[src/rtl/core/stl_pkg.sv]
`timescale 1ns / 1ps
// ----------------------------------------------------------------------------
// stl_pkg: shared types and constants for the source text lexer
// Token kinds, lexer modes and the token record passed front to back.
// ----------------------------------------------------------------------------
package stl_pkg;

	localparam int KEYWORD_BYTES_DEF = 6;
	localparam int LINE_MAX = 1048575;
	localparam int COL_MAX  = 65535;

	typedef enum logic [5:0] {
		K_INT = 6'd0, K_BOOL = 6'd1, K_IDENT = 6'd2,
		K_IF = 6'd3, K_ELSE = 6'd4, K_KINT = 6'd5, K_VOID = 6'd6, K_KBOOL = 6'd7,
		K_DEF = 6'd8, K_WHILE = 6'd9, K_DO = 6'd10, K_FOR = 6'd11, K_TO = 6'd12,
		K_RETURN = 6'd13, K_ALLOC = 6'd14, K_FREE = 6'd15, K_MATCH = 6'd16,
		K_OWN = 6'd17, K_REF = 6'd18, K_PRINT = 6'd19,
		K_PLUS = 6'd20, K_MINUS = 6'd21, K_STAR = 6'd22, K_SLASH = 6'd23,
		K_EQ = 6'd24, K_EQEQ = 6'd25, K_NE = 6'd26, K_LT = 6'd27, K_GT = 6'd28,
		K_LE = 6'd29, K_GE = 6'd30, K_NOT = 6'd31, K_AND = 6'd32, K_OR = 6'd33,
		K_SEMI = 6'd34, K_COLON = 6'd35, K_LPAREN = 6'd36, K_RPAREN = 6'd37,
		K_LBRACE = 6'd38, K_RBRACE = 6'd39, K_UNDER = 6'd40, K_COMMA = 6'd41,
		K_QUEST = 6'd42, K_EOF = 6'd43, K_ERROR = 6'd44
	} kind_t;

	typedef enum logic [3:0] {
		M_IDLE, M_NUMBER, M_WORD, M_SLASH, M_EQ, M_BANG, M_LT, M_GT,
		M_AMP, M_BAR, M_LCOMMENT, M_BCOMMENT, M_BSTAR
	} mode_t;

	typedef enum logic [1:0] {
		E_NONE = 2'd0, E_AMP = 2'd1, E_BAR = 2'd2, E_BYTE = 2'd3
	} err_t;

	// one token, as the back end emits it
	typedef struct packed {
		kind_t       kind;
		logic [31:0] value;
		logic [19:0] line;
		logic [15:0] col;
		logic [15:0] wlen;
		err_t        err;
		logic [7:0]  bad;
		logic        last;
	} tok_t;

	// per-byte request: up to two tokens
	typedef struct packed {
		logic [1:0] cnt;
		tok_t       t0;
		tok_t       t1;
	} req_t;

	localparam int REQ_W = $bits(req_t);

endpackage

[src/rtl/core/stl_front.sv]
`timescale 1ns / 1ps
// ----------------------------------------------------------------------------
// stl_front: byte classifier and lexer state
// Takes one byte per cycle while take is high, updates the lexer state
// and builds the tokens that byte finishes.
// ----------------------------------------------------------------------------
module stl_front
	import stl_pkg::*;
#(
	parameter int KEYWORD_BYTES = KEYWORD_BYTES_DEF
) (
	input  logic       clk,
	input  logic       arst_n,
	input  logic       take,
	input  logic [7:0] text_byte,
	input  logic       end_of_text,
	output req_t       req
);

	localparam int WB = 8 * KEYWORD_BYTES;

	mode_t       mode_q;
	logic [31:0] acc_q;
	logic [WB-1:0] wbuf_q;
	logic [15:0] wcnt_q;
	logic [15:0] start_q;
	logic [19:0] line_q;
	logic [15:0] col_q;

	mode_t       mode_d;
	logic [31:0] acc_d;
	logic [WB-1:0] wbuf_d;
	logic [15:0] wcnt_d;
	logic [15:0] start_d;

	logic [7:0] b;
	logic is_dig, is_let, handled, is_ws;
	tok_t pend, tnew, tcmb, teof;
	logic pend_v, tnew_v, tcmb_v;
	kind_t word_kind;
	logic [31:0] word_val;
	logic [31:0] acc_x10;

	assign b = text_byte;
	assign is_dig = (b >= 8'h30) && (b <= 8'h39);
	assign is_let = ((b >= 8'h61) && (b <= 8'h7a)) || ((b >= 8'h41) && (b <= 8'h5a));
	assign is_ws = (b == 8'h0a) || (b == 8'h20) || (b == 8'h09) || (b == 8'h0d);
	assign acc_x10 = {acc_q[28:0], 3'b000} + {acc_q[30:0], 1'b0};

	function automatic logic [WB-1:0] pk(input logic [63:0] s);
		return WB'(s);
	endfunction

	// keyword match on the word buffer; words longer than the buffer never match
	always_comb begin
		word_kind = K_IDENT;
		word_val  = '0;
		if (wcnt_q <= 16'(KEYWORD_BYTES)) begin
			case (wbuf_q)
				pk(64'h6669):           word_kind = K_IF;
				pk(64'h65736c65):       word_kind = K_ELSE;
				pk(64'h746e69):         word_kind = K_KINT;
				pk(64'h64696f76):       word_kind = K_VOID;
				pk(64'h6c6f6f62):       word_kind = K_KBOOL;
				pk(64'h666564):         word_kind = K_DEF;
				pk(64'h656c696877):     word_kind = K_WHILE;
				pk(64'h6f64):           word_kind = K_DO;
				pk(64'h726f66):         word_kind = K_FOR;
				pk(64'h6f74):           word_kind = K_TO;
				pk(64'h6e7275746572):   word_kind = K_RETURN;
				pk(64'h636f6c6c61):     word_kind = K_ALLOC;
				pk(64'h65657266):       word_kind = K_FREE;
				pk(64'h686374616d):     word_kind = K_MATCH;
				pk(64'h6e776f):         word_kind = K_OWN;
				pk(64'h666572):         word_kind = K_REF;
				pk(64'h746e697270):     word_kind = K_PRINT;
				pk(64'h65757274): begin
					word_kind = K_BOOL;
					word_val  = 32'd1;
				end
				pk(64'h65736c6166):     word_kind = K_BOOL;
				default:                word_kind = K_IDENT;
			endcase
		end
	end

	// token the pending mode would give if flushed now
	always_comb begin
		pend   = '0;
		pend.line = line_q;
		pend.col  = start_q;
		pend_v = 1'b1;
		case (mode_q)
			M_NUMBER: begin
				pend.kind  = K_INT;
				pend.value = acc_q;
			end
			M_WORD: begin
				pend.kind  = word_kind;
				pend.value = word_val;
				if (word_kind == K_IDENT) pend.wlen = wcnt_q;
			end
			M_SLASH: pend.kind = K_SLASH;
			M_EQ:    pend.kind = K_EQ;
			M_BANG:  pend.kind = K_NOT;
			M_LT:    pend.kind = K_LT;
			M_GT:    pend.kind = K_GT;
			M_AMP: begin
				pend.kind = K_ERROR;
				pend.err  = E_AMP;
			end
			M_BAR: begin
				pend.kind = K_ERROR;
				pend.err  = E_BAR;
			end
			default: pend_v = 1'b0;
		endcase
	end

	always_comb begin
		mode_d  = mode_q;
		acc_d   = acc_q;
		wbuf_d  = wbuf_q;
		wcnt_d  = wcnt_q;
		start_d = start_q;
		handled = 1'b0;
		tcmb    = '0;
		tcmb.line = line_q;
		tcmb.col  = start_q;
		tcmb_v  = 1'b0;
		tnew    = '0;
		tnew.line = line_q;
		tnew.col  = col_q;
		tnew_v  = 1'b0;

		case (mode_q)
			M_NUMBER: if (is_dig) begin
				acc_d = acc_x10 + {28'd0, b[3:0]};
				handled = 1'b1;
			end
			M_WORD: if (is_let || is_dig) begin
				for (int i = 0; i < KEYWORD_BYTES; i++)
					if (wcnt_q == 16'(i)) wbuf_d[8*i +: 8] = b;
				if (wcnt_q != 16'hffff) wcnt_d = wcnt_q + 16'd1;
				handled = 1'b1;
			end
			M_SLASH: begin
				if (b == "/") begin
					mode_d = M_LCOMMENT;
					handled = 1'b1;
				end else if (b == "*") begin
					mode_d = M_BCOMMENT;
					handled = 1'b1;
				end
			end
			M_EQ, M_BANG, M_LT, M_GT: if (b == "=") begin
				case (mode_q)
					M_EQ:    tcmb.kind = K_EQEQ;
					M_BANG:  tcmb.kind = K_NE;
					M_LT:    tcmb.kind = K_LE;
					default: tcmb.kind = K_GE;
				endcase
				tcmb_v = 1'b1;
				mode_d = M_IDLE;
				handled = 1'b1;
			end
			M_AMP: if (b == "&") begin
				tcmb.kind = K_AND;
				tcmb_v = 1'b1;
				mode_d = M_IDLE;
				handled = 1'b1;
			end
			M_BAR: if (b == "|") begin
				tcmb.kind = K_OR;
				tcmb_v = 1'b1;
				mode_d = M_IDLE;
				handled = 1'b1;
			end
			M_LCOMMENT: begin
				if (b == 8'h0a) mode_d = M_IDLE;
				else handled = 1'b1;
			end
			M_BCOMMENT: begin
				if (b == "*") mode_d = M_BSTAR;
				handled = 1'b1;
			end
			M_BSTAR: begin
				if (b == "/") mode_d = M_IDLE;
				else if (b != "*") mode_d = M_BCOMMENT;
				handled = 1'b1;
			end
			default: mode_d = M_IDLE;
		endcase

		if (!handled) begin
			mode_d  = M_IDLE;
			start_d = col_q;
			if (is_ws) begin
				mode_d = M_IDLE;
			end else if (is_dig) begin
				mode_d = M_NUMBER;
				acc_d  = {28'd0, b[3:0]};
			end else if (is_let) begin
				mode_d = M_WORD;
				wbuf_d = WB'(b);
				wcnt_d = 16'd1;
			end else begin
				tnew_v = 1'b1;
				case (b)
					"/": begin mode_d = M_SLASH; tnew_v = 1'b0; end
					"=": begin mode_d = M_EQ;    tnew_v = 1'b0; end
					"!": begin mode_d = M_BANG;  tnew_v = 1'b0; end
					"<": begin mode_d = M_LT;    tnew_v = 1'b0; end
					">": begin mode_d = M_GT;    tnew_v = 1'b0; end
					"&": begin mode_d = M_AMP;   tnew_v = 1'b0; end
					"|": begin mode_d = M_BAR;   tnew_v = 1'b0; end
					"{": tnew.kind = K_LBRACE;
					"}": tnew.kind = K_RBRACE;
					"(": tnew.kind = K_LPAREN;
					")": tnew.kind = K_RPAREN;
					"+": tnew.kind = K_PLUS;
					"-": tnew.kind = K_MINUS;
					"*": tnew.kind = K_STAR;
					"?": tnew.kind = K_QUEST;
					"_": tnew.kind = K_UNDER;
					";": tnew.kind = K_SEMI;
					":": tnew.kind = K_COLON;
					",": tnew.kind = K_COMMA;
					default: begin
						tnew.kind = K_ERROR;
						tnew.err  = E_BYTE;
						tnew.bad  = b;
					end
				endcase
			end
		end
	end

	// assemble the request
	always_comb begin
		teof = '0;
		teof.kind = K_EOF;
		teof.line = line_q;
		teof.col  = col_q;
		teof.last = 1'b1;
		req = '0;
		if (end_of_text) begin
			if (pend_v) begin
				req.cnt = 2'd2;
				req.t0  = pend;
				req.t1  = teof;
			end else begin
				req.cnt = 2'd1;
				req.t0  = teof;
			end
		end else if (tcmb_v) begin
			req.cnt = 2'd1;
			req.t0  = tcmb;
			req.t0.last = 1'b1;
		end else if (!handled) begin
			if (pend_v && tnew_v) begin
				req.cnt = 2'd2;
				req.t0  = pend;
				req.t1  = tnew;
				req.t1.last = 1'b1;
			end else if (pend_v) begin
				req.cnt = 2'd1;
				req.t0  = pend;
				req.t0.last = 1'b1;
			end else if (tnew_v) begin
				req.cnt = 2'd1;
				req.t0  = tnew;
				req.t0.last = 1'b1;
			end
		end
	end

	always_ff @(posedge clk or negedge arst_n) begin
		if (!arst_n) begin
			mode_q  <= M_IDLE;
			acc_q   <= '0;
			wbuf_q  <= '0;
			wcnt_q  <= '0;
			start_q <= 16'd1;
			line_q  <= 20'd1;
			col_q   <= 16'd1;
		end else if (take) begin
			if (end_of_text) begin
				mode_q  <= M_IDLE;
				acc_q   <= '0;
				wbuf_q  <= '0;
				wcnt_q  <= '0;
				start_q <= 16'd1;
				line_q  <= 20'd1;
				col_q   <= 16'd1;
			end else begin
				mode_q  <= mode_d;
				acc_q   <= acc_d;
				wbuf_q  <= wbuf_d;
				wcnt_q  <= wcnt_d;
				start_q <= start_d;
				if (b == 8'h0a) begin
					if (line_q != 20'(LINE_MAX)) line_q <= line_q + 20'd1;
					col_q <= 16'd1;
				end else if (col_q != 16'(COL_MAX)) begin
					col_q <= col_q + 16'd1;
				end
			end
		end
	end

endmodule

[src/rtl/core/stl_queue.sv]
`timescale 1ns / 1ps
// ----------------------------------------------------------------------------
// stl_queue: request queue between front and back
// Four-entry queue of per-byte token requests.
// ----------------------------------------------------------------------------
module stl_queue
	import stl_pkg::*;
(
	input  logic clk,
	input  logic arst_n,
	input  logic push,
	input  req_t wdata,
	output logic full,
	input  logic pop,
	output logic empty,
	output req_t rdata
);

	req_t       mem_q [4];
	logic [1:0] wp_q, rp_q;
	logic [2:0] cnt_q;

	assign full  = cnt_q == 3'd4;
	assign empty = cnt_q == 3'd0;
	assign rdata = mem_q[rp_q];

	always_ff @(posedge clk) begin
		if (push) mem_q[wp_q] <= wdata;
	end

	always_ff @(posedge clk or negedge arst_n) begin
		if (!arst_n) begin
			wp_q  <= '0;
			rp_q  <= '0;
			cnt_q <= '0;
		end else begin
			if (push) wp_q <= wp_q + 2'd1;
			if (pop)  rp_q <= rp_q + 2'd1;
			cnt_q <= cnt_q + 3'(push) - 3'(pop);
		end
	end

endmodule

[src/rtl/core/stl_back.sv]
`timescale 1ns / 1ps
// ----------------------------------------------------------------------------
// stl_back: token emitter
// Sends the one or two tokens of each request out through an output register.
// ----------------------------------------------------------------------------
module stl_back
	import stl_pkg::*;
(
	input  logic clk,
	input  logic arst_n,
	input  logic empty,
	input  req_t rdata,
	output logic pop,
	input  logic out_stall,
	output logic out_valid,
	output tok_t out_tok
);

	logic sel_q;   // second token of the head request
	logic load;
	logic head_ok;

	// empty requests are dropped without output
	assign head_ok = !empty;
	assign load = head_ok && (rdata.cnt != 2'd0) && (!out_valid || !out_stall);
	assign pop  = head_ok && ((rdata.cnt == 2'd0) ||
		(load && (sel_q || rdata.cnt == 2'd1)));

	always_ff @(posedge clk or negedge arst_n) begin
		if (!arst_n) begin
			out_valid <= 1'b0;
			sel_q     <= 1'b0;
		end else begin
			if (load) out_valid <= 1'b1;
			else if (!out_stall) out_valid <= 1'b0;
			if (load) sel_q <= !pop;
		end
	end

	always_ff @(posedge clk) begin
		if (load) out_tok <= sel_q ? rdata.t1 : rdata.t0;
	end

endmodule

[src/rtl/core/source_text_lexer.sv]
`timescale 1ns / 1ps
// ----------------------------------------------------------------------------
// source_text_lexer: streaming tokenizer, one byte per unstalled cycle
// Front end classifies bytes, a small queue holds token requests, back end
// emits tokens.
// ----------------------------------------------------------------------------
// Usage:
//   Input channel in_valid/in_stall carries text_byte and end_of_text. A byte
//   is taken on each edge with in_valid high and in_stall low.
//   Output channel out_valid/out_stall carries one token at a time.
//   Each byte yields zero, one or two tokens; last_of_run marks the final
//   token of a byte. end_of_text flushes any pending token, sends EOF and
//   returns the lexer to its reset state.
//   Throughput: one byte per cycle while tokens are drained; a byte that
//   yields two tokens sends them in turn through the single output port.
//   Requests are queued when taken and unloaded into the output register.
//   The four-entry request queue sets how far the input runs ahead of a
//   stalled receiver; once full, in_stall rises.
//   Reset: all lexer state returns to line 1, column 1, no pending token;
//   queue and output register are emptied.
// ----------------------------------------------------------------------------
module source_text_lexer
	import stl_pkg::*;
#(
	parameter int KEYWORD_BYTES = KEYWORD_BYTES_DEF
) (
	input  logic        clk,
	input  logic        arst_n,
	input  logic        in_valid,
	output logic        in_stall,
	input  logic [7:0]  text_byte,
	input  logic        end_of_text,
	output logic        out_valid,
	input  logic        out_stall,
	output logic [5:0]  kind,
	output logic [31:0] literal_value,
	output logic [19:0] line_number,
	output logic [15:0] column_number,
	output logic [15:0] word_length,
	output logic [1:0]  error_code,
	output logic [7:0]  bad_char,
	output logic        last_of_run
);

	req_t req, rdata;
	logic take, full, empty, pop;
	tok_t tok;

	assign in_stall = full;
	assign take = in_valid && !full;

	stl_front #(.KEYWORD_BYTES(KEYWORD_BYTES)) u_front (
		.clk, .arst_n, .take, .text_byte, .end_of_text, .req
	);

	stl_queue u_queue (
		.clk, .arst_n, .push(take), .wdata(req), .full,
		.pop, .empty, .rdata
	);

	stl_back u_back (
		.clk, .arst_n, .empty, .rdata, .pop, .out_stall,
		.out_valid, .out_tok(tok)
	);

	assign kind          = tok.kind;
	assign literal_value = tok.value;
	assign line_number   = tok.line;
	assign column_number = tok.col;
	assign word_length   = tok.wlen;
	assign error_code    = tok.err;
	assign bad_char      = tok.bad;
	assign last_of_run   = tok.last;

endmodule

[config.mk]
export PLATFORM = sky130hd
export DESIGN_NAME = source_text_lexer
export DESIGN_NICKNAME = d
export VERILOG_FILES = /design/src/rtl/core/stl_pkg.sv /design/src/rtl/core/stl_front.sv /design/src/rtl/core/stl_queue.sv /design/src/rtl/core/stl_back.sv /design/src/rtl/core/source_text_lexer.sv
export SDC_FILE = /design/constraint.sdc
export NUM_CORES = 1
export LEC_CHECK = 0
export ABC_AREA = 1
export BUFFER_PORTS_ARGS = -buffer_cell sky130_fd_sc_hd__buf_2
export CORE_ASPECT_RATIO = 1.25
export CORE_MARGIN = 3
export CORE_UTILIZATION = 45
export CTS_CLUSTER_SIZE = 16
export DETAILED_ROUTE_END_ITERATION = 10
export GPL_TIMING_DRIVEN = 0
export SLEW_MARGIN = 30
export SYNTH_ARGS = -nofsm -noshare
export SYNTH_HDL_FRONTEND = slang
export SYNTH_SLANG_ARGS = --single-unit
[constraint.sdc]
create_clock -name clk -period 8.5 [get_ports clk]
set_input_delay 2.125 -clock clk [delete_from_list [all_inputs] [get_ports clk]]
set_output_delay 2.125 -clock clk [all_outputs]
set_load 0.05 [all_outputs]
==> results of run 1 <==
[flip-flops by register name, summed over array words and instances, names as in the netlist]
signal	cells
u_front.start_q	16
u_back.out_tok	101
u_queue.rp_q	2
u_front.wcnt_q	16
u_front.line_q	20
u_front.wbuf_q	48
u_front.mode_q	4
u_queue.cnt_q	3
u_back.out_valid	1
u_queue.wp_q	2
u_queue.mem_q	612
u_front.col_q	16
u_front.acc_q	32
u_back.sel_q	1
[power groups by stage]
stage | combinational, mW | sequential (mW) | clock (mW)
after floorplan | 2.62 | 7.22 | 0
after global placement | 5.37 | 6.55 | 0
after detailed placement | 5.87 | 6.16 | 0
after CTS | 5.89 | 6.08 | 3.88
after global routing | 6.31 | 6.15 | 4.05
final | 5.83 | 6.08 | 3.83
[kinds of logic after synthesis]
logic type      count (synthesis)
compound gates                899
buf+inv                       498
flops                         874
mux                             1
simple gates                 1802
fa+ha+maj                      74
xor+xnor                       34
[layout by cell type (no fill, tap or decap), types with 7 or more instances in the layout]
cell,n
sky130_fd_sc_hd__inv_2,11
sky130_fd_sc_hd__nand3_1,171
sky130_fd_sc_hd__nor2_2,32
sky130_fd_sc_hd__a21oi_1,166
sky130_fd_sc_hd__buf_2,139
sky130_fd_sc_hd__nor4_1,17
sky130_fd_sc_hd__nor2_4,10
sky130_fd_sc_hd__nand2_2,12
sky130_fd_sc_hd__buf_6,7
sky130_fd_sc_hd__bufinv_16,7
sky130_fd_sc_hd__buf_1,15
sky130_fd_sc_hd__clkbuf_16,86
sky130_fd_sc_hd__nor3_2,29
sky130_fd_sc_hd__xnor2_1,7
sky130_fd_sc_hd__dfrtp_1,158
sky130_fd_sc_hd__nor2_1,869
sky130_fd_sc_hd__o21ai_1,11
sky130_fd_sc_hd__o211ai_1,15
sky130_fd_sc_hd__a31oi_1,53
sky130_fd_sc_hd__nand2_1,532
sky130_fd_sc_hd__clkbuf_1,159
sky130_fd_sc_hd__o22ai_1,127
sky130_fd_sc_hd__edfxtp_1,713
sky130_fd_sc_hd__nand4_1,32
sky130_fd_sc_hd__xor2_1,27
sky130_fd_sc_hd__nor3_1,72
sky130_fd_sc_hd__o21ai_0,476
sky130_fd_sc_hd__buf_16,39
sky130_fd_sc_hd__clkinv_1,20
sky130_fd_sc_hd__clkinv_2,14
sky130_fd_sc_hd__a22oi_1,18
sky130_fd_sc_hd__ha_1,71
sky130_fd_sc_hd__inv_1,288
[metrics by stage]
| stage | utilization | total power, mW |
|---|---|---|
| final | 0.524 | 15.7 |
| after global routing | 0.524 | 16.5 |
| after CTS | 0.524 | 15.9 |
| after detailed placement | 0.493 | 12.0 |
| after global placement | 0.479 | 11.9 |
| after floorplan | - | 9.84 |
[worst max path at each step]
stage	end	slack [ns]	depth (start not counted)	startpoint
2_1_floorplan	u_queue.mem_q[0][0]$_DFFE_PP_	-1.05	3	in_valid
3_3_place_gp	u_queue.mem_q[3][151]$_DFFE_PP_	-7.28	4	in_valid
3_5_place_dp	u_queue.mem_q[3][104]$_DFFE_PP_	2.20	15	text_byte[3]
4_1_cts	u_queue.mem_q[3][104]$_DFFE_PP_	2.87	15	text_byte[3]
5_1_grt	u_queue.mem_q[3][104]$_DFFE_PP_	2.59	17	text_byte[3]
6_report	u_queue.mem_q[3][104]$_DFFE_PP_	2.82	15	text_byte[3]
[routing by layer]
layer	vias up	global-route usage
li1	15100	-
met1	15500	0.316
met4	0	0.105
met3	231	0.0279
met5	-	0
met2	1061	0.452
[worst max-delay path, delay by kind of cell]
kind	cells	cell delay, ns
simple gates	10	2.51
buf+inv	4	1.18
fa+ha+maj	1	0.21
[final cells by class]
| type | instances | share of cell area |
|---|---|---|
| diodes | 2 | 0.000106 |
| plain buffers | 194 | 0.0174 |
| clock buffers | 110 | 0.0486 |
| clock inverters | 48 | 0.0109 |
| inverters | 304 | 0.0242 |
| multi-input cells | 2810 | 0.293 |
| flip-flops and latches | 874 | 0.537 |
| well taps | 1187 | 0.0313 |
| repair buffers | 161 | 0.0374 |
==> summary.md, run 1 <==
The run finished with clean final reports. Most frequent cell on the critical path: sky130_fd_sc_hd__nand2_1. Yosys mapped the design onto 57 distinct sky130hd cell types. Including well taps, the total number of placed cells is 5530.

The clock share of power was 0.243; the initial standard-cell utilization of the core was 0.456. In this run the remaining antenna-violating nets after routing total 0. The total count of max-transition violations in the final report is 0, and the H-tree depth is 3.

The setup check on the worst reg-to-reg path leaves a slack of 3.97 ns. Aggregate global routing overflow: 0. The total iterations of the first detailed-routing run is 6. After clock tree synthesis, the clock-pin slew on the worst setup and hold paths is 0.07 ns. Dividing the detail-routed wire length by the instance count gives 21.7 um. The run gives 0.386 as the sequential cell fraction of total power. Detailed routing inserted a total of 31900 vias. During synthesis, Yosys emitted a total of 0 warnings. For the met3 layer wire length in the routed design, the log shows 6.18 mm. The run gives 0.285 as the normalized max-slew margin. In the synthesized netlist the dominant register cell turns out to be sky130_fd_sc_hd__edfxtp_1.

The growth of design area from synthesis to finish is 14.9%. The category of the most critical setup path is input pin to flop. Number of buffers on the longest clock path: 3. Counting flops with a built-in enable in the synthesized netlist gives 713. The cell chosen for the clock root is sky130_fd_sc_hd__clkbuf_16. The worst setup path is launched from an input pin. For this block, the routed nets add up to 124 mm of wire. For the pin with the worst max-slew slack, the measured transition is 1.07 ns. The global-route usage over all layers was 0.254; the worst setup skew after layout was 0.0241 ns. The tools report the clock insertion delay at the later pin of the skew report as 0.67 ns. The worst register-to-register path ends at u_queue.mem_q[3][104]$_DFFE_PP_. After filler insertion, the fill cell instance count of the layout stands at 8146. Cell internal power was estimated by the tool at 9.49 mW. The post-CTS setup buffer count came out at 0. The initial antenna violation count is 3. The count of input and output buffers came out at 115.

The detailed router put a total of 50.2 mm of wire on met1. Counting flops and latches in the post-synthesis netlist gives 874. The worst hold path passes through 2 cells. In this run, CTS created clock tree buffers numbering 86.

The area share of xor/xnor cells in the synthesized design was 0.00722; the final-report hold violation count was 0. In the final timing run, aggregate negative setup slack is 0 ns. sky130_fd_sc_hd__nor2_1 is the most common cell in the netlist. Fraction of the cycle the final worst path needs: 0.668. The share of cell area taken by muxes after synthesis was 0.000243; the combinational cell fraction of total power was 0.371. Fraction of registers with async set/reset: 0.184. The finished cells cover 47400 um2. Max-cap violations in this run came to 0. Setup repair after global routing left no endpoint under its margin. The run gives 0 as the final-report setup violation count.

Classification of the worst-slack hold path: flop to flop. The highest signal layer in the routed design was met4. CTS saw 874 sinks. In this run, post-CTS hold repair placed 0 buffers.

In the synthesized netlist, the number of instances is 4182. After clock tree synthesis, the repair step resized 0 gates. Placeable core region: 90500 um2. Counting instances in the post-synthesis netlist gives the leading cell types as sky130_fd_sc_hd__nor2_1 (874), sky130_fd_sc_hd__edfxtp_1 (713), sky130_fd_sc_hd__nand2_1 (532). The area share of the leading cell type in the synthesized netlist was 0.519; the final net count was 4518. After synthesis, the largest family of logic cells by area is simple AND/OR/NAND/NOR gates. The violation count after the first detailed-route iteration is 3095, and the power per cell area is 332 nW/um2.

The sequential cell area in the final layout was 25400 um2; the post-detailed-route via-to-cell ratio was 5.61. Counting every net in the synthesized netlist gives 4269. The largest total area in the synthesized netlist belongs to sky130_fd_sc_hd__edfxtp_1. From bottom edge to top edge, the die measures 345 um. In this design, the stage delay of the slowest critical-path cell is 0.52 ns.

The number of global-route vias before repair was 30700; the die width was 277 um. Register area share after synthesis: 0.617. In this run the power spent charging and discharging nets is 6.25 mW. The area share of and/or/nand/nor cells after synthesis was 0.186. Area taken by multi-input logic gates: 13900 um2.

STA classifies the critical path endpoint as a flop. The maximum vdd drop was 302 uV. The number of standard cells in the final layout excluding fillers is 5690. The critical path goes through buf_2 -> buf_2 -> nand4_1 -> nor2_1 -> nand2_1 -> nand2_1 -> nor2_4 -> nand4_4 -> nor2_4 -> buf_6 -> ha_1 -> nor2_1 -> clkbuf_1 -> nand2_1 -> nor3_1.

The fraction of final layout cells sized beyond drive strength 1 was 0.0975; the switching share of power was 0.397. At the end of routability-driven placement, the weighted congestion stood at 0.950. Timing analysis after detailed placement gives a worst setup slack of 2.20 ns. Row count: 123. The slowest cell on the critical path was sky130_fd_sc_hd__nor3_1.

Total standard cell area after synthesis: 41300 um2. For this run, design rule violations remaining after detail routing come to 0. The analysis attributes to cell leakage a power of 18.0 nW. Subtracting the final worst setup slack from the clock period gives 5.68 ns. Data required time at the worst endpoint: 8.89 ns. The floorplan step defined a die boundary enclosing 95400 um2. The routed length on met2 is 62.2 mm.

The first global-routing pass estimated 186 mm of wire. The worst slack on hold paths came out at 0.498 ns. Of all nets on the critical path, the largest fanout is 10.

Share of synthesized cell area in full adder, half adder and majority cells: 0.0230. In this run the most critical hold path is launched from u_front.start_q[0]$_DFFE_PN1P_. After synthesis, the cell types taking the most area are sky130_fd_sc_hd__edfxtp_1 (52%), sky130_fd_sc_hd__dfrtp_1 (9.6%), sky130_fd_sc_hd__nor2_1 (8.0%), sky130_fd_sc_hd__o21ai_0 (5.8%), sky130_fd_sc_hd__nand2_1 (4.8%).

The tools report the final setup slack of the worst path as 2.82 ns. In this run the critical register-to-register path is launched from u_front.mode_q[3]$_DFFE_PN0P_. Derived from the worst setup path, the maximum achievable clock frequency is 176 MHz. In this run the count of I/O pins placed on the die edge is 116.

The total half-perimeter wirelength after legalization and detailed placement was 88.2 mm. Data arrives at the worst endpoint at 6.08 ns. The compound-cell area share of the yosys netlist is 0.119. The hold-critical path endpoint was u_front.start_q[0]$_DFFE_PN1P_. TritonCTS built the clock tree. The length in cells of the worst reg-to-reg path was 12. In this run the cell area measured after placement is 44600 um2. Dividing the synthesized area by the synthesized cell count gives 9.87 um2. The tools report the maximum number of pins on one net before global-route repair as 75.
No activity file was read; power rests on OpenSTA's default activity.
==> inputs of run 2 (changes only) <==
==> constraint.sdc (replaced) <==
create_clock -name clk -period 4.8 [get_ports clk]
set_input_delay 1.2 -clock clk [delete_from_list [all_inputs] [get_ports clk]]
set_output_delay 1.2 -clock clk [all_outputs]
set_load 0.05 [all_outputs]
==> summary.md, run 2 (synthesis results as in run 1) <==
The number of global-route vias before repair came out at 30500 (-0.63%). The most numerous cell type found on the critical path is sky130_fd_sc_hd__nand2_1. The run gives 31800 (-0.28%) as the total via count in the routed design.

The run gives 28.1 mW (+78%) as the sum of internal, switching and leakage power. The total of max-cap violations is 0 (unchanged). The clock-pin slew on the worst setup and hold paths works out to 0.07 ns (about the same). By startpoint and endpoint, the worst setup path is classified as input pin to flop.

The aggregate global routing overflow was 0 (unchanged). The largest delay contributor family on the critical path is simple AND/OR/NAND/NOR gates. The length in cells of the worst reg-to-reg path was 14 (+2); the maximum clock frequency was 221 MHz. Number of buffer and inverter stages on the critical path: 4 (unchanged). For the quantity of hold-fixing buffers added after cts, the log shows 0 (unchanged).

The row count is 123 (unchanged). The run finished with clean final reports. The library cells used most frequently in the layout, excluding fill and tap cells, are sky130_fd_sc_hd__nor2_1 (869), sky130_fd_sc_hd__edfxtp_1 (713), sky130_fd_sc_hd__nand2_1 (532).

The area taken by multi-input logic gates is 13900 um2 (about the same), and the die width is 277 um (unchanged). The largest stage delay on the critical path was 0.45 ns (-0.07 ns); the total iterations of the first detailed-routing run was 8 (+2). The logs give 72 (-4.0%) for the maximum number of pins on one net before global-route repair and 874 (unchanged) for the TritonCTS sink count.

The run gives 4518 (unchanged) as the final net count. Clock tree synthesis selected as its root buffer the cell sky130_fd_sc_hd__clkbuf_16. More flip-flops sit in one register than any other, and that register is u_queue.mem_q. The launching point of the worst reg2reg path is u_front.mode_q[3]$_DFFE_PN0P_.

Relative to the synthesized area, the layout overhead comes to 15.1%. The maximum net fanout on the critical path is 10 (unchanged), and the instance count on the critical path is 17 (+2). The final-report hold violation count was 0 (unchanged).

For the number of primary I/O pins, the log shows 116 (unchanged). The tools report the initial antenna violation count as 3 (unchanged). The global-route usage over all layers is 0.253 (-0.00136), and the data required time at the worst endpoint is 5.20 ns (-3.69 ns). The count of input and output buffers was 115 (unchanged); the global-route wire length before repair was 185 mm (-0.32%). The antenna cell count is 0 (-2). The maximum vdd drop was 568 uV (+88%); the slew at the pin closest to its max-slew limit was 1.05 ns (-0.0179 ns).

The tools report the post-place setup slack as -0.492 ns (-2.69 ns). For the violation count after the first detailed-route iteration, the log shows 2853 (-7.8%). The post-detailed-route wirelength per cell is 21.6 um (-0.44%).

The endpoint identified for the worst register-to-register timing path is u_queue.mem_q[0][196]$_DFFE_PP_. For the total count of max-transition violations in the final report, the log shows 0 (unchanged). Core utilization of the finished layout: 0.525 (+0.00119). The normalized max-slew margin is 0.297 (+0.0119). The layer flagged by global routing as most heavily used is met2. Subtracting the final worst setup slack from the clock period gives 4.53 ns. The worst setup skew after layout is 0.0290 ns (+0.00495 ns). The data arrival time of the critical path was 4.93 ns (-1.15 ns); the clock insertion delay at the later pin of the skew report was 0.66 ns (about the same). The tools report the final setup slack of the worst path as 0.269 ns (-2.55 ns). TritonCTS built the clock tree. The tools report the global routing met3 resource utilization as 0.0300 (+0.00210).

Sequential cell area in the final layout: 25400 um2 (unchanged). The tools report the number of buffers created by CTS as 85 (-1.2%). The initial standard-cell utilization of the core came out at 0.456 (unchanged). The fraction of final layout cells sized beyond drive strength 1 came out at 0.0993 (+0.00173). Setup repair after global routing left no endpoint under its margin.

The library cell used most frequently in the layout, excluding fill and tap cells, is sky130_fd_sc_hd__nor2_1. The global-route met1 utilization is 0.313 (-0.00360). The largest registers in the layout are u_queue.mem_q (612), u_back.out_tok (101), u_front.wbuf_q (48).

Floorplan die height: 345 um (unchanged). The flip-flop count of the largest register, all copies and words added works out to 612 (unchanged). On the critical path, the stage with the largest delay is an instance of sky130_fd_sc_hd__clkbuf_1. Die area: 95400 um2 (unchanged). The run gives 18.0 nW (+0.27%) as the static leakage. The worst setup path is launched from an input pin.

The total half-perimeter wirelength after legalization and detailed placement came out at 87.9 mm (-0.32%). The run gives 8071 (-0.92%) as the layout filler cell count. The placeable core region came out at 90500 um2 (unchanged).

The power per cell area was 591 nW/um2 (+78%). The endpoint type of the worst setup path was a flop. Detailed-route wire length: 123 mm (-0.44%). Final-report setup violation count: 0 (unchanged).

The final routed DRC violation total was 0 (unchanged). Number of buffers on the longest clock path: 3 (unchanged). Slack of the worst reg-to-reg path: 0.49 ns (-3.48 ns). Classification of the worst-slack hold path: input pin to async pin. Fraction of the cycle the final worst path needs: 0.944. The tools report the met2 layer usage reported by global route as 0.439 (-0.0128). The H-tree depth is 3 (unchanged).

The critical path goes through buf_2 -> buf_2 -> nand4_1 -> nor2_1 -> nand2_1 -> nand2_1 -> nor2_4 -> nand4_4 -> nor2_4 -> buf_6 -> ha_1 -> nor2_1 -> clkbuf_1 -> nand3b_1 -> nand3_1 -> nand2_1 -> a21oi_2. The logs give 0 (unchanged) for the final antenna-violating net count and 0.944 (-0.64%) for the final weighted congestion in routability-driven placement. The post-detailed-route via-to-cell ratio is 5.59 (-0.28%).
[run 2: routing by layer]
layer / share of wire / vias to the layer above
met3: 0.052 / 291
met2: 0.50 / 1136
met5: 0 / -
met1: 0.40 / 15300
met4: 0.053 / 0
li1: - / 15100
[run 2: worst max-delay path by stage]
| stage | from | slack [ns] | to |
|---|---|---|---|
| floorplan | in_valid | -1.27 | u_queue.mem_q[0][0]$_DFFE_PP_ |
| global placement | in_valid | -5.35 | u_queue.mem_q[1][153]$_DFFE_PP_ |
| detailed placement | text_byte[3] | -0.49 | u_queue.mem_q[0][196]$_DFFE_PP_ |
| CTS | text_byte[3] | 0.17 | u_queue.mem_q[0][196]$_DFFE_PP_ |
| global route | text_byte[1] | 0.07 | u_queue.mem_q[1][121]$_DFFE_PP_ |
| finish | text_byte[3] | 0.27 | u_queue.mem_q[0][196]$_DFFE_PP_ |
[run 2: cell type report]
class | instances | area share
sequential | 874 | 0.536
multi-input combinational | 2810 | 0.293
clock buffer | 101 | 0.0471
timing repair buffer | 162 | 0.0383
tap | 1187 | 0.0313
inverter | 304 | 0.0241
buffer | 194 | 0.0174
clock inverter | 58 | 0.0135
[run 2: timing repair]
action / in CTS / in global routing
endpoints found under the setup margin: 0 / 24
buffers inserted: 0 / 0
hold endpoints to repair: 0 / 0
resized for setup: 0 / 3
[run 2: through the flow]
stage	area (um2)	TNS [ns]	hold slack, ns	instances
floorplan	41300	-778.90	0.456	4182
global placement	43300	-3365.00	0.475	5484
detailed placement	44600	-38.83	0.478	5531
CTS	47500	0	0.375	5690
global route	47500	0	0.398	5690
finish	47500	0	0.410	5690
[run 2: where the power goes]
| part | internal, mW | switching [mW] |
|---|---|---|
| Clock | 3.96 | 2.96 |
| Sequential | 10.3 | 0.465 |
| Combinational | 2.73 | 7.64 |
